File: src/rtl/mdss_pkg.sv
// Package for the multiplexed display scan serializer.
// Holds the geometry constants, operation codes and the scan entry type.
// No dependencies.
package mdss_pkg;

  localparam int NUM_COMMONS = 5;
  localparam int WORD_BITS   = 16;
  localparam int NUM_GROUPS  = 3;

  localparam int OP_W        = 2;
  localparam int WORD_IDX_W  = 4;
  localparam int VALUE_W     = 16;
  localparam int SEL_W       = 3;

  localparam int IDX_W       = (NUM_COMMONS > 1) ? $clog2(NUM_COMMONS) : 1;
  localparam int TOTAL_BITS  = NUM_GROUPS * WORD_BITS;
  localparam int CNT_W       = $clog2(TOTAL_BITS);
  localparam int FIFO_DEPTH  = 2;
  localparam int PTR_W       = (FIFO_DEPTH > 1) ? $clog2(FIFO_DEPTH) : 1;
  localparam int FILL_W      = $clog2(FIFO_DEPTH + 1);

  typedef enum logic [OP_W-1:0] {
    OP_WRITE  = 2'd0,
    OP_COMMIT = 2'd1,
    OP_TICK   = 2'd2
  } op_e;

  // One refresh: inverted words, group 0 in the low bits, and its common line.
  typedef struct packed {
    logic [NUM_GROUPS-1:0][WORD_BITS-1:0] words;
    logic [IDX_W-1:0]                     common;
  } scan_t;

endpackage

File: src/rtl/mdss_front.sv
// Front part: decodes operations, owns back/front buffers, index and pending flag.
// Emits one scan entry per refresh tick. Depends on mdss_pkg.
module mdss_front (
  input  logic                               clk_i,
  input  logic                               rst_ni,
  input  logic                               accept_i,
  input  logic [mdss_pkg::OP_W-1:0]          operation_i,
  input  logic [mdss_pkg::WORD_IDX_W-1:0]    word_index_i,
  input  logic [mdss_pkg::VALUE_W-1:0]       word_value_i,
  output logic                               entry_valid_o,
  output mdss_pkg::scan_t                    entry_o
);

  logic [mdss_pkg::WORD_BITS-1:0] back_q  [mdss_pkg::NUM_GROUPS][mdss_pkg::NUM_COMMONS];
  logic [mdss_pkg::WORD_BITS-1:0] front_q [mdss_pkg::NUM_GROUPS][mdss_pkg::NUM_COMMONS];
  logic [mdss_pkg::IDX_W-1:0]     idx_q;
  logic [mdss_pkg::IDX_W-1:0]     idx_nxt;
  logic                           pending_q;
  mdss_pkg::op_e                  op;

  assign op = mdss_pkg::op_e'(operation_i);

  always_comb begin
    if (idx_q == mdss_pkg::IDX_W'(mdss_pkg::NUM_COMMONS - 1)) begin
      idx_nxt = '0;
    end else begin
      idx_nxt = idx_q + mdss_pkg::IDX_W'(1);
    end
  end

  // Words for the new index; a pending update is seen through the back buffer.
  always_comb begin
    entry_o.common = idx_nxt;
    for (int g = 0; g < mdss_pkg::NUM_GROUPS; g++) begin
      if (pending_q) begin
        entry_o.words[g] = ~back_q[g][idx_nxt];
      end else begin
        entry_o.words[g] = ~front_q[g][idx_nxt];
      end
    end
  end

  assign entry_valid_o = accept_i && (op == mdss_pkg::OP_TICK);

  always_ff @(posedge clk_i or negedge rst_ni) begin
    if (!rst_ni) begin
      idx_q     <= '0;
      pending_q <= 1'b0;
      for (int g = 0; g < mdss_pkg::NUM_GROUPS; g++) begin
        for (int c = 0; c < mdss_pkg::NUM_COMMONS; c++) begin
          back_q[g][c]  <= '0;
          front_q[g][c] <= '0;
        end
      end
    end else if (accept_i) begin
      case (op)
        mdss_pkg::OP_WRITE: begin
          for (int g = 0; g < mdss_pkg::NUM_GROUPS; g++) begin
            for (int c = 0; c < mdss_pkg::NUM_COMMONS; c++) begin
              if (word_index_i ==
                  mdss_pkg::WORD_IDX_W'(g * mdss_pkg::NUM_COMMONS + c)) begin
                back_q[g][c] <= mdss_pkg::WORD_BITS'(word_value_i);
              end
            end
          end
        end
        mdss_pkg::OP_COMMIT: begin
          pending_q <= 1'b1;
        end
        mdss_pkg::OP_TICK: begin
          if (pending_q) begin
            front_q   <= back_q;
            pending_q <= 1'b0;
          end
          idx_q <= idx_nxt;
        end
        default: begin
        end
      endcase
    end
  end

  a_tick_clears_pending: assert property (@(posedge clk_i) disable iff (!rst_ni)
    entry_valid_o |=> !pending_q)
    else $error("pending flag survived a tick");

  a_idx_range: assert property (@(posedge clk_i) disable iff (!rst_ni)
    idx_q < mdss_pkg::IDX_W'(mdss_pkg::NUM_COMMONS))
    else $error("common index out of range");

endmodule

File: src/rtl/mdss_fifo.sv
// Short queue of scan entries between the front and back parts.
// Depends on mdss_pkg.
module mdss_fifo (
  input  logic            clk_i,
  input  logic            rst_ni,
  input  logic            wr_i,
  input  mdss_pkg::scan_t wr_data_i,
  output logic            full_o,
  input  logic            rd_i,
  output logic            valid_o,
  output mdss_pkg::scan_t rd_data_o
);

  mdss_pkg::scan_t                mem_q [mdss_pkg::FIFO_DEPTH];
  logic [mdss_pkg::PTR_W-1:0]     wr_ptr_q;
  logic [mdss_pkg::PTR_W-1:0]     rd_ptr_q;
  logic [mdss_pkg::FILL_W-1:0]    fill_q;
  logic                           do_wr;
  logic                           do_rd;

  assign full_o    = (fill_q == mdss_pkg::FILL_W'(mdss_pkg::FIFO_DEPTH));
  assign valid_o   = (fill_q != '0);
  assign do_wr     = wr_i && !full_o;
  assign do_rd     = rd_i && valid_o;
  assign rd_data_o = mem_q[rd_ptr_q];

  always_ff @(posedge clk_i) begin
    if (do_wr) begin
      mem_q[wr_ptr_q] <= wr_data_i;
    end
  end

  always_ff @(posedge clk_i or negedge rst_ni) begin
    if (!rst_ni) begin
      wr_ptr_q <= '0;
      rd_ptr_q <= '0;
      fill_q   <= '0;
    end else begin
      if (do_wr) begin
        wr_ptr_q <= (wr_ptr_q == mdss_pkg::PTR_W'(mdss_pkg::FIFO_DEPTH - 1)) ? '0
                    : wr_ptr_q + mdss_pkg::PTR_W'(1);
      end
      if (do_rd) begin
        rd_ptr_q <= (rd_ptr_q == mdss_pkg::PTR_W'(mdss_pkg::FIFO_DEPTH - 1)) ? '0
                    : rd_ptr_q + mdss_pkg::PTR_W'(1);
      end
      if (do_wr && !do_rd) begin
        fill_q <= fill_q + mdss_pkg::FILL_W'(1);
      end else if (do_rd && !do_wr) begin
        fill_q <= fill_q - mdss_pkg::FILL_W'(1);
      end
    end
  end

  a_no_write_when_full: assert property (@(posedge clk_i) disable iff (!rst_ni)
    full_o |-> !wr_i)
    else $error("entry pushed into full queue");

  a_fill_bound: assert property (@(posedge clk_i) disable iff (!rst_ni)
    fill_q <= mdss_pkg::FILL_W'(mdss_pkg::FIFO_DEPTH))
    else $error("queue fill count overflow");

endmodule

File: src/rtl/mdss_back.sv
// Back part: shifts one scan entry out as serial bits, one beat per bit.
// Depends on mdss_pkg.
module mdss_back (
  input  logic                         clk_i,
  input  logic                         rst_ni,
  input  logic                         entry_valid_i,
  input  mdss_pkg::scan_t              entry_i,
  output logic                         entry_rd_o,
  output logic                         empty,
  input  logic                         pop,
  output logic                         serial_bit_o,
  output logic [mdss_pkg::SEL_W-1:0]   common_select_o,
  output logic                         last_o
);

  logic [mdss_pkg::TOTAL_BITS-1:0] shift_q, shift_d;
  logic [mdss_pkg::CNT_W-1:0]      cnt_q, cnt_d;
  logic [mdss_pkg::IDX_W-1:0]      common_q, common_d;
  logic                            active_q, active_d;
  logic                            is_last;
  logic                            take;

  assign is_last    = (cnt_q == mdss_pkg::CNT_W'(mdss_pkg::TOTAL_BITS - 1));
  assign take       = active_q && pop;
  assign entry_rd_o = (!active_q || (take && is_last)) && entry_valid_i;

  assign empty           = !active_q;
  assign serial_bit_o    = shift_q[0];
  assign last_o          = is_last;
  assign common_select_o = is_last ? mdss_pkg::SEL_W'(common_q) : '0;

  always_comb begin
    shift_d  = shift_q;
    cnt_d    = cnt_q;
    common_d = common_q;
    active_d = active_q;
    if (take) begin
      shift_d = shift_q >> 1;
      if (is_last) begin
        cnt_d    = '0;
        active_d = 1'b0;
      end else begin
        cnt_d = cnt_q + mdss_pkg::CNT_W'(1);
      end
    end
    if (entry_rd_o) begin
      shift_d  = entry_i.words;
      cnt_d    = '0;
      common_d = entry_i.common;
      active_d = 1'b1;
    end
  end

  always_ff @(posedge clk_i) begin
    shift_q  <= shift_d;
    common_q <= common_d;
  end

  always_ff @(posedge clk_i or negedge rst_ni) begin
    if (!rst_ni) begin
      active_q <= 1'b0;
      cnt_q    <= '0;
    end else begin
      active_q <= active_d;
      cnt_q    <= cnt_d;
    end
  end

  a_idle_cnt_zero: assert property (@(posedge clk_i) disable iff (!rst_ni)
    !active_q |-> (cnt_q == '0))
    else $error("bit counter not at start while idle");

  a_mid_beat_stays_active: assert property (@(posedge clk_i) disable iff (!rst_ni)
    (take && !is_last) |=> active_q)
    else $error("scan dropped before its last bit");

endmodule

File: src/rtl/multiplexed_display_scan_serializer_top.sv
// Multiplexed display scan serializer: write, commit and refresh-tick beats in,
// serial bit beats out. A tick yields 48 bit beats, one per cycle while pop is
// held high, through the back shifter; the first bit reaches the outputs once the
// scan entry has passed through the queue and been loaded into the back shifter.
// Up to two scans wait in the queue; full is high while it holds two.
// Reset clears both buffers, the common index and the pending flag.
module multiplexed_display_scan_serializer_top (
  input  logic                             clk_i,
  input  logic                             rst_ni,
  input  logic                             push,
  output logic                             full,
  input  logic [mdss_pkg::OP_W-1:0]        operation_i,
  input  logic [mdss_pkg::WORD_IDX_W-1:0]  word_index_i,
  input  logic [mdss_pkg::VALUE_W-1:0]     word_value_i,
  output logic                             empty,
  input  logic                             pop,
  output logic                             serial_bit_o,
  output logic [mdss_pkg::SEL_W-1:0]       common_select_o,
  output logic                             last_o
);

  logic            accept;
  logic            front_valid;
  mdss_pkg::scan_t front_entry;
  logic            q_valid;
  mdss_pkg::scan_t q_entry;
  logic            q_rd;

  assign accept = push && !full;

  mdss_front u_front (
    .clk_i         (clk_i),
    .rst_ni        (rst_ni),
    .accept_i      (accept),
    .operation_i   (operation_i),
    .word_index_i  (word_index_i),
    .word_value_i  (word_value_i),
    .entry_valid_o (front_valid),
    .entry_o       (front_entry)
  );

  mdss_fifo u_fifo (
    .clk_i     (clk_i),
    .rst_ni    (rst_ni),
    .wr_i      (front_valid),
    .wr_data_i (front_entry),
    .full_o    (full),
    .rd_i      (q_rd),
    .valid_o   (q_valid),
    .rd_data_o (q_entry)
  );

  mdss_back u_back (
    .clk_i           (clk_i),
    .rst_ni          (rst_ni),
    .entry_valid_i   (q_valid),
    .entry_i         (q_entry),
    .entry_rd_o      (q_rd),
    .empty           (empty),
    .pop             (pop),
    .serial_bit_o    (serial_bit_o),
    .common_select_o (common_select_o),
    .last_o          (last_o)
  );

endmodule
File: config.mk
export PLATFORM = sky130hd
export DESIGN_NAME = multiplexed_display_scan_serializer_top
export DESIGN_NICKNAME = d
export VERILOG_FILES = /design/src/rtl/mdss_pkg.sv /design/src/rtl/mdss_front.sv /design/src/rtl/mdss_fifo.sv /design/src/rtl/mdss_back.sv /design/src/rtl/multiplexed_display_scan_serializer_top.sv
export SDC_FILE = /design/constraint.sdc
export NUM_CORES = 1
export LEC_CHECK = 0
export BUFFER_PORTS_ARGS = -buffer_cell sky130_fd_sc_hd__buf_2
export CORE_ASPECT_RATIO = 0.9
export CORE_UTILIZATION = 50
export DETAILED_ROUTE_END_ITERATION = 7
export PLACE_DENSITY = 0.74
export REMOVE_ABC_BUFFERS = 1
export SYNTH_ARGS = -nofsm -noshare
export SYNTH_HDL_FRONTEND = slang
export SYNTH_SLANG_ARGS = --single-unit
File: constraint.sdc
create_clock -name clk_i -period 3.4 [get_ports clk_i]
set_input_delay 0.68 -clock clk_i [delete_from_list [all_inputs] [get_ports clk_i]]
set_output_delay 0.68 -clock clk_i [all_outputs]
set_load 0.1 [all_outputs]
# == After elaboration in Yosys (flattened, before gate mapping) ==
# Memories as Yosys holds them, arrays and structs flattened.
# Index checks and enable logic that the tools add are counted.
# W data, S select, Z words.
# totals
regBits,546
ramBits,102
input_bits,26
wordCells,151
memories,1
# memory_table
memory,words,width,read_ports,rd_ports_with_merged_regs,wr,line,source
u_fifo.mem_q,2,51,1,0,1,mdss_fifo.sv:14,mdss_pkg::scan_t mem_q [mdss_pkg::FIFO_DEPTH];
# classes
addsub,6
n_lt_le_gt_ge,1
eq_ne,19
n_mux,38
bitwise,7
n_reduce_logical,40
# op_table
op,n
$bmux W16 S3,6
$mux W16,15
$mux W48,2
$not A16 Y16,6
$reduce_and A3 Y1,16
$eq A4 B4 Y1 const B,7
$mux W6,3
$eq A4 B3 Y1 const B,4
$reduce_bool A2 Y1,5
$logic_and A1 B1 Y1,9
$eq A4 B2 Y1 const B,2
$mux W1,7
$add A6 B1 Y6 const B,1
$eq A6 B6 Y1 const B,1
$mux W3,2
$reduce_and A2 Y1,3
$eq A2 B2 Y1 const B,2
$eq A4 B1 Y1 const B,1
$ge A4 B4 Y1 const B,1
$logic_not A1 Y1,4
$logic_not A4 Y1,1
$mux W2,2
$not A3 Y4,1
$add A3 B1 Y3 const B,1
other kinds (8),9

# == Logic depth before layout (Yosys ltp) ==
# logic_depth
word_depth,9
mapped_depth,9
mapped_depth_nobuf,8

# == Cells and area by module ==
# A second synthesis with hierarchy kept.
# hier_totals
hier_cells,1734
hier_area_um2,28706.3
# by_module_without_submodules
mod,n_inst,cells_per_inst,area_per_inst_um2,seq_area_each_um2
mdss_front,1,1403,21947.3,12111.6
mdss_fifo,1,178,4130.2,3163.0
mdss_back,1,152,2615.0,1706.6
multiplexed_display_scan_serializer_top,1,1,13.8,0.0

# == Worst setup path before layout ==
# No wires, ideal clock.
# synth_path
path_kind,input to register
start,input pop
end,register u_back.shift_q[0] in the netlist's numbering (enable)
setup_time_ps,470
t_arrival_ps,3403
required_ps,2930
setup_slack_ps,-473
path_stages,3
path_buffers,1
cell_sequence,clkbuf_1 inv_1 a21oi_1
# synth_via
elab_chain_cells,5
# synth_rtl
element,line,source
from (decl),multiplexed_display_scan_serializer_top.sv:16,"input logic pop,"
$logic_and A1 B1 Y1 *,mdss_back.sv:24,assign take = active_q && pop;
$logic_and A1 B1 Y1,mdss_back.sv:25,assign entry_rd_o = (!active_q || (take && is_last)) && entry_valid_i;
$logic_or A1 B1 Y1,mdss_back.sv:25,
$logic_and A1 B1 Y1,mdss_back.sv:25,
$reduce_bool A2 Y1 (no source line) *,-,
to (signal assigned),mdss_back.sv:55,shift_q <= shift_d;
to (decl),mdss_back.sv:16,"logic [mdss_pkg::TOTAL_BITS-1:0] shift_q, shift_d;"
# Mark *: on every way between the ends. The rest lies on a longest branch, timed or not.
# A chain may end at the register's enable or synchronous reset.

# == Final worst setup path ==
# layout_path
start,register u_back.cnt_q[0] in the netlist's numbering
end,output last_o
# layout_via
elab_chain_cells,1
# layout_rtl
element,line,source
from (decl),mdss_back.sv:17,"logic [mdss_pkg::CNT_W-1:0] cnt_q, cnt_d;"
from (signal assigned),mdss_back.sv:65,cnt_q <= cnt_d;
$eq A6 B6 Y1,mdss_back.sv:23,assign is_last = (cnt_q == mdss_pkg::CNT_W'(mdss_pkg::TOTAL_BITS - 1));
to (decl),multiplexed_display_scan_serializer_top.sv:19,output logic last_o
# Every way passes these cells.

==> results_dict.tcl <==
set metrics [dict create \
    fmax_mhz 339.8 \
    die_area_mm2 0.05757 \
    slew_viol_final 0 \
    p_leak_nw 14.11 \
    hold_viol 0 \
    post-route-drc-count 0 \
    grt_start_max_net_pins 109 \
    cp_num_buf_inv 1 \
    clkTransAtPathRegs_ns 0.06 \
    grt_pass1_wl_um 95430 \
    rows 82 \
    synth_async_sr_flop_share_pct 76.39 \
    hold_buffers 0 \
    cap_violations 0 \
    wirelength_um 60380 \
    synth_top_area_share_pct 43.76 \
    clk-insertion-delay-late_ns 0.59 \
    drive_above_1_share_pct 41.52 \
    fin_nets 1856 \
    ys_ff_latch 648 \
    areaGrowthSynthToFinish_pct 11.46 \
    synth-seq-area-share_pct 59.99 \
    ios 33 \
    fillers 4325 \
    wl_per_cell_um 22.94 \
    power_mw 25.13 \
    diodes 0 \
    crit_path_max_incr_delay_ns 0.44 \
    worst_slew_pin_slew_ns 0.9021 \
    grtUsageTotal_pct 21.61 \
    setup-violations-final 0 \
    cts-root-buf "clkbuf_16" \
    vias 15400 \
    cts.sinks 648 \
    synth_area_leader_cell "dfrtp_1" \
    crit_family "simple AND/OR/NAND/NOR gates" \
    relSlewSlack_pct 39.86 \
    critPathLaunchType "flop" \
    cp-end-kind "output port" \
    die_y_um 227.7 \
    cp_data_required_time_ns 2.72 \
    post_cts_buffers 0 \
    hold_ws_ns 0.04447 \
    cts_tree "yes" \
    hold_class "input pin to asynchronous set/reset pin" \
    die_w_um 252.8 \
    synth_edf_count 153 \
    vias_per_cell 5.850 \
    core_mm2 0.05581 \
    synth_cells 1792 \
    rsz0062_at_grt "false" \
    crit_arrival_ns 2.26 \
    numPortBuffers 32 \
    clockBufferDepth 3 \
    vdd_drop_max_uv 458.2 \
    synthDistinctLibCells 50 \
    clock_skew_ns 0.01587 \
    powerDensity_mw_per_mm2 796.4 \
    grt-ovfl-total 0 \
    ant_nets 0 \
    finalWeightedCongestion 0.7439 \
    crit_type "flop to output port" \
    grt_pass1_vias 16610 \
    synth_area_mm2 0.02831 \
    drtPass1Iterations 5 \
    hpwl_um 34410 \
    path_max_fanout 9 \
    status "completed" \
    cts_resized 0 \
    syn_area_per_cell_um2 15.80 \
    min_period_over_period_pct 86.56 \
    crit_chain "ha_1 > and4b_1 > and2_1 > buf_2" \
    ys_warn_count 0 \
    ys.flop_type "dfrtp_1" \
    antenna_found_initial 0 \
    synthTopCellsByArea "dfrtp_1, mux2_2, edfxtp_1" \
    numCtsBuffers 67 \
    fin_util_pct 56.53 \
    h-tree-depth 3 \
    drt-initial-drc-count 1185 \
    initial_utilization_pct 50.72 \
    cp_slowest_cell "buf_2" \
    period_minus_slack_ns 2.943 \
]
-- layout make-up --
| class | count | area (um^2) | share of cell area [%] |
|---|---|---|---|
| multi-input cells | 1009 | 10610 | 33.62 |
| well taps | 756 | 945.9 | 2.998 |
| flip-flops and latches | 648 | 16990 | 53.84 |
| repair buffers | 88 | 865.8 | 2.744 |
| inverters | 10 | 40.04 | 0.1269 |
| clock inverters | 22 | 131.4 | 0.4164 |
| clock buffers | 99 | 1972 | 6.250 |
-- worst register-to-register path, delay by kind of cell, from the launching register on --
kind | cells | cell delay, ns
compound gates | 2 | 0.63
fa+ha+maj | 1 | 0.26
buf+inv | 2 | 0.43
flops | 1 | 0.45
mux | 1 | 0.63
simple gates | 1 | 0.09
-- registers in the layout (all words and copies together), names as in the netlist, 2 cells and up --
| name | flops |
|---|---|
| u_front.idx_q | 3 |
| u_back.cnt_q | 6 |
| u_fifo.fill_q | 2 |
| u_fifo.mem_q | 102 |
| u_front.front_q | 240 |
| u_front.back_q | 240 |
| u_back.common_q | 3 |
| u_back.shift_q | 48 |
-- where the power goes --
part | total (mW) | switching, mW | internal, mW
Combinational | 6.82 | 3.32 | 3.50
Clock | 7.03 | 2.94 | 4.09
Sequential | 11.3 | 1.28 | 10.0
-- metal layers --
layer | vias to the layer above | GRT usage (%) | share of wire, %
met2 | 322 | 34.24 | 48
met5 | - | 0 | 0
met1 | 8281 | 31.01 | 46
met4 | 0 | 6.174 | 2.4
met3 | 97 | 3.400 | 3.7
li1 | 6698 | - | -
-- stage by stage --
step | cells | worst slack [ns] | setup TNS (ns) | instance area, um^2
after global routing | 2632 | 0.3506 | 0 | 31550
after global placement | 2511 | 0.4923 | 0 | 29450
after detailed placement | 2511 | 0.4278 | 0 | 29450
final | 2632 | 0.4570 | 0 | 31550
after CTS | 2632 | 0.4411 | 0 | 31550
after floorplan | 1667 | -6.017 | -1806.53 | 27560
-- layout by cell type, fill, tap and decap left out, types with 2 or more instances in the layout --
cell type / instances
nor2b_2: 2
clkbuf_8: 9
nor2_1: 6
buf_2: 31
buf_12: 22
xnor2_1: 3
mux2i_1: 97
mux2_1: 14
ha_1: 6
clkinvlp_4: 2
clkinv_1: 11
nor2_4: 2
o21ai_0: 53
nand2_1: 153
edfxtp_1: 153
mux4_2: 96
buf_4: 34
nor4b_4: 2
inv_1: 8
clkbuf_16: 71
clkbuf_1: 19
nor2b_1: 4
o211a_1: 48
nand2_2: 9
a21oi_4: 2
and3_1: 7
xor2_1: 3
mux2_2: 472
nand3_1: 5
clkinv_2: 8
dfrtp_4: 2
dfrtp_1: 493
-- cell usage after synthesis (10+ instances only) --
cell      instances
nand2_2          10
o211a_1          48
mux2_1           14
buf_6            25
nand2_1         153
edfxtp_1        153
dfrtp_1         495
mux4_2           96
mux2_2          472
buf_4            17
o21ai_0          53
clkbuf_1         54
buf_2            23
mux2i_1          97
-- cell families (layout without fill, tap and decap cells) --
family                     after synthesis  after routing  share of synthesized area, %
muxes                                  679            679                         30.40
DFF                                    648            648                         59.99
and+or+nand+nor                        206            206                         3.404
buffers and inverters                  135            219                         2.789
AOI/OAI and AO/OA                      112            112                         2.966
adders and majority gates                6              6                        0.2652
xor gates and xnor gates                 6              6                        0.1857
-- path summary, 6_finish.rpt --
kind	start	end	slack [ns]	cells after the start
min in group clk_i	push	u_front.pending_q	0.42	3
worst max-delay path	u_back.cnt_q[0]	last_o	0.46	4
max in group asynchronous	rst_ni	u_front.front_q[65]	2.25	3
worst min register to register	u_front.front_q[46]	u_front.front_q[46]	0.50	1
worst max register to register	u_front.idx_q[0]	u_fifo.mem_q[1][41]	0.76	7
worst min-delay path	rst_ni	u_front.back_q[89]	0.04	1
Power figures use the tool's default switching activity.
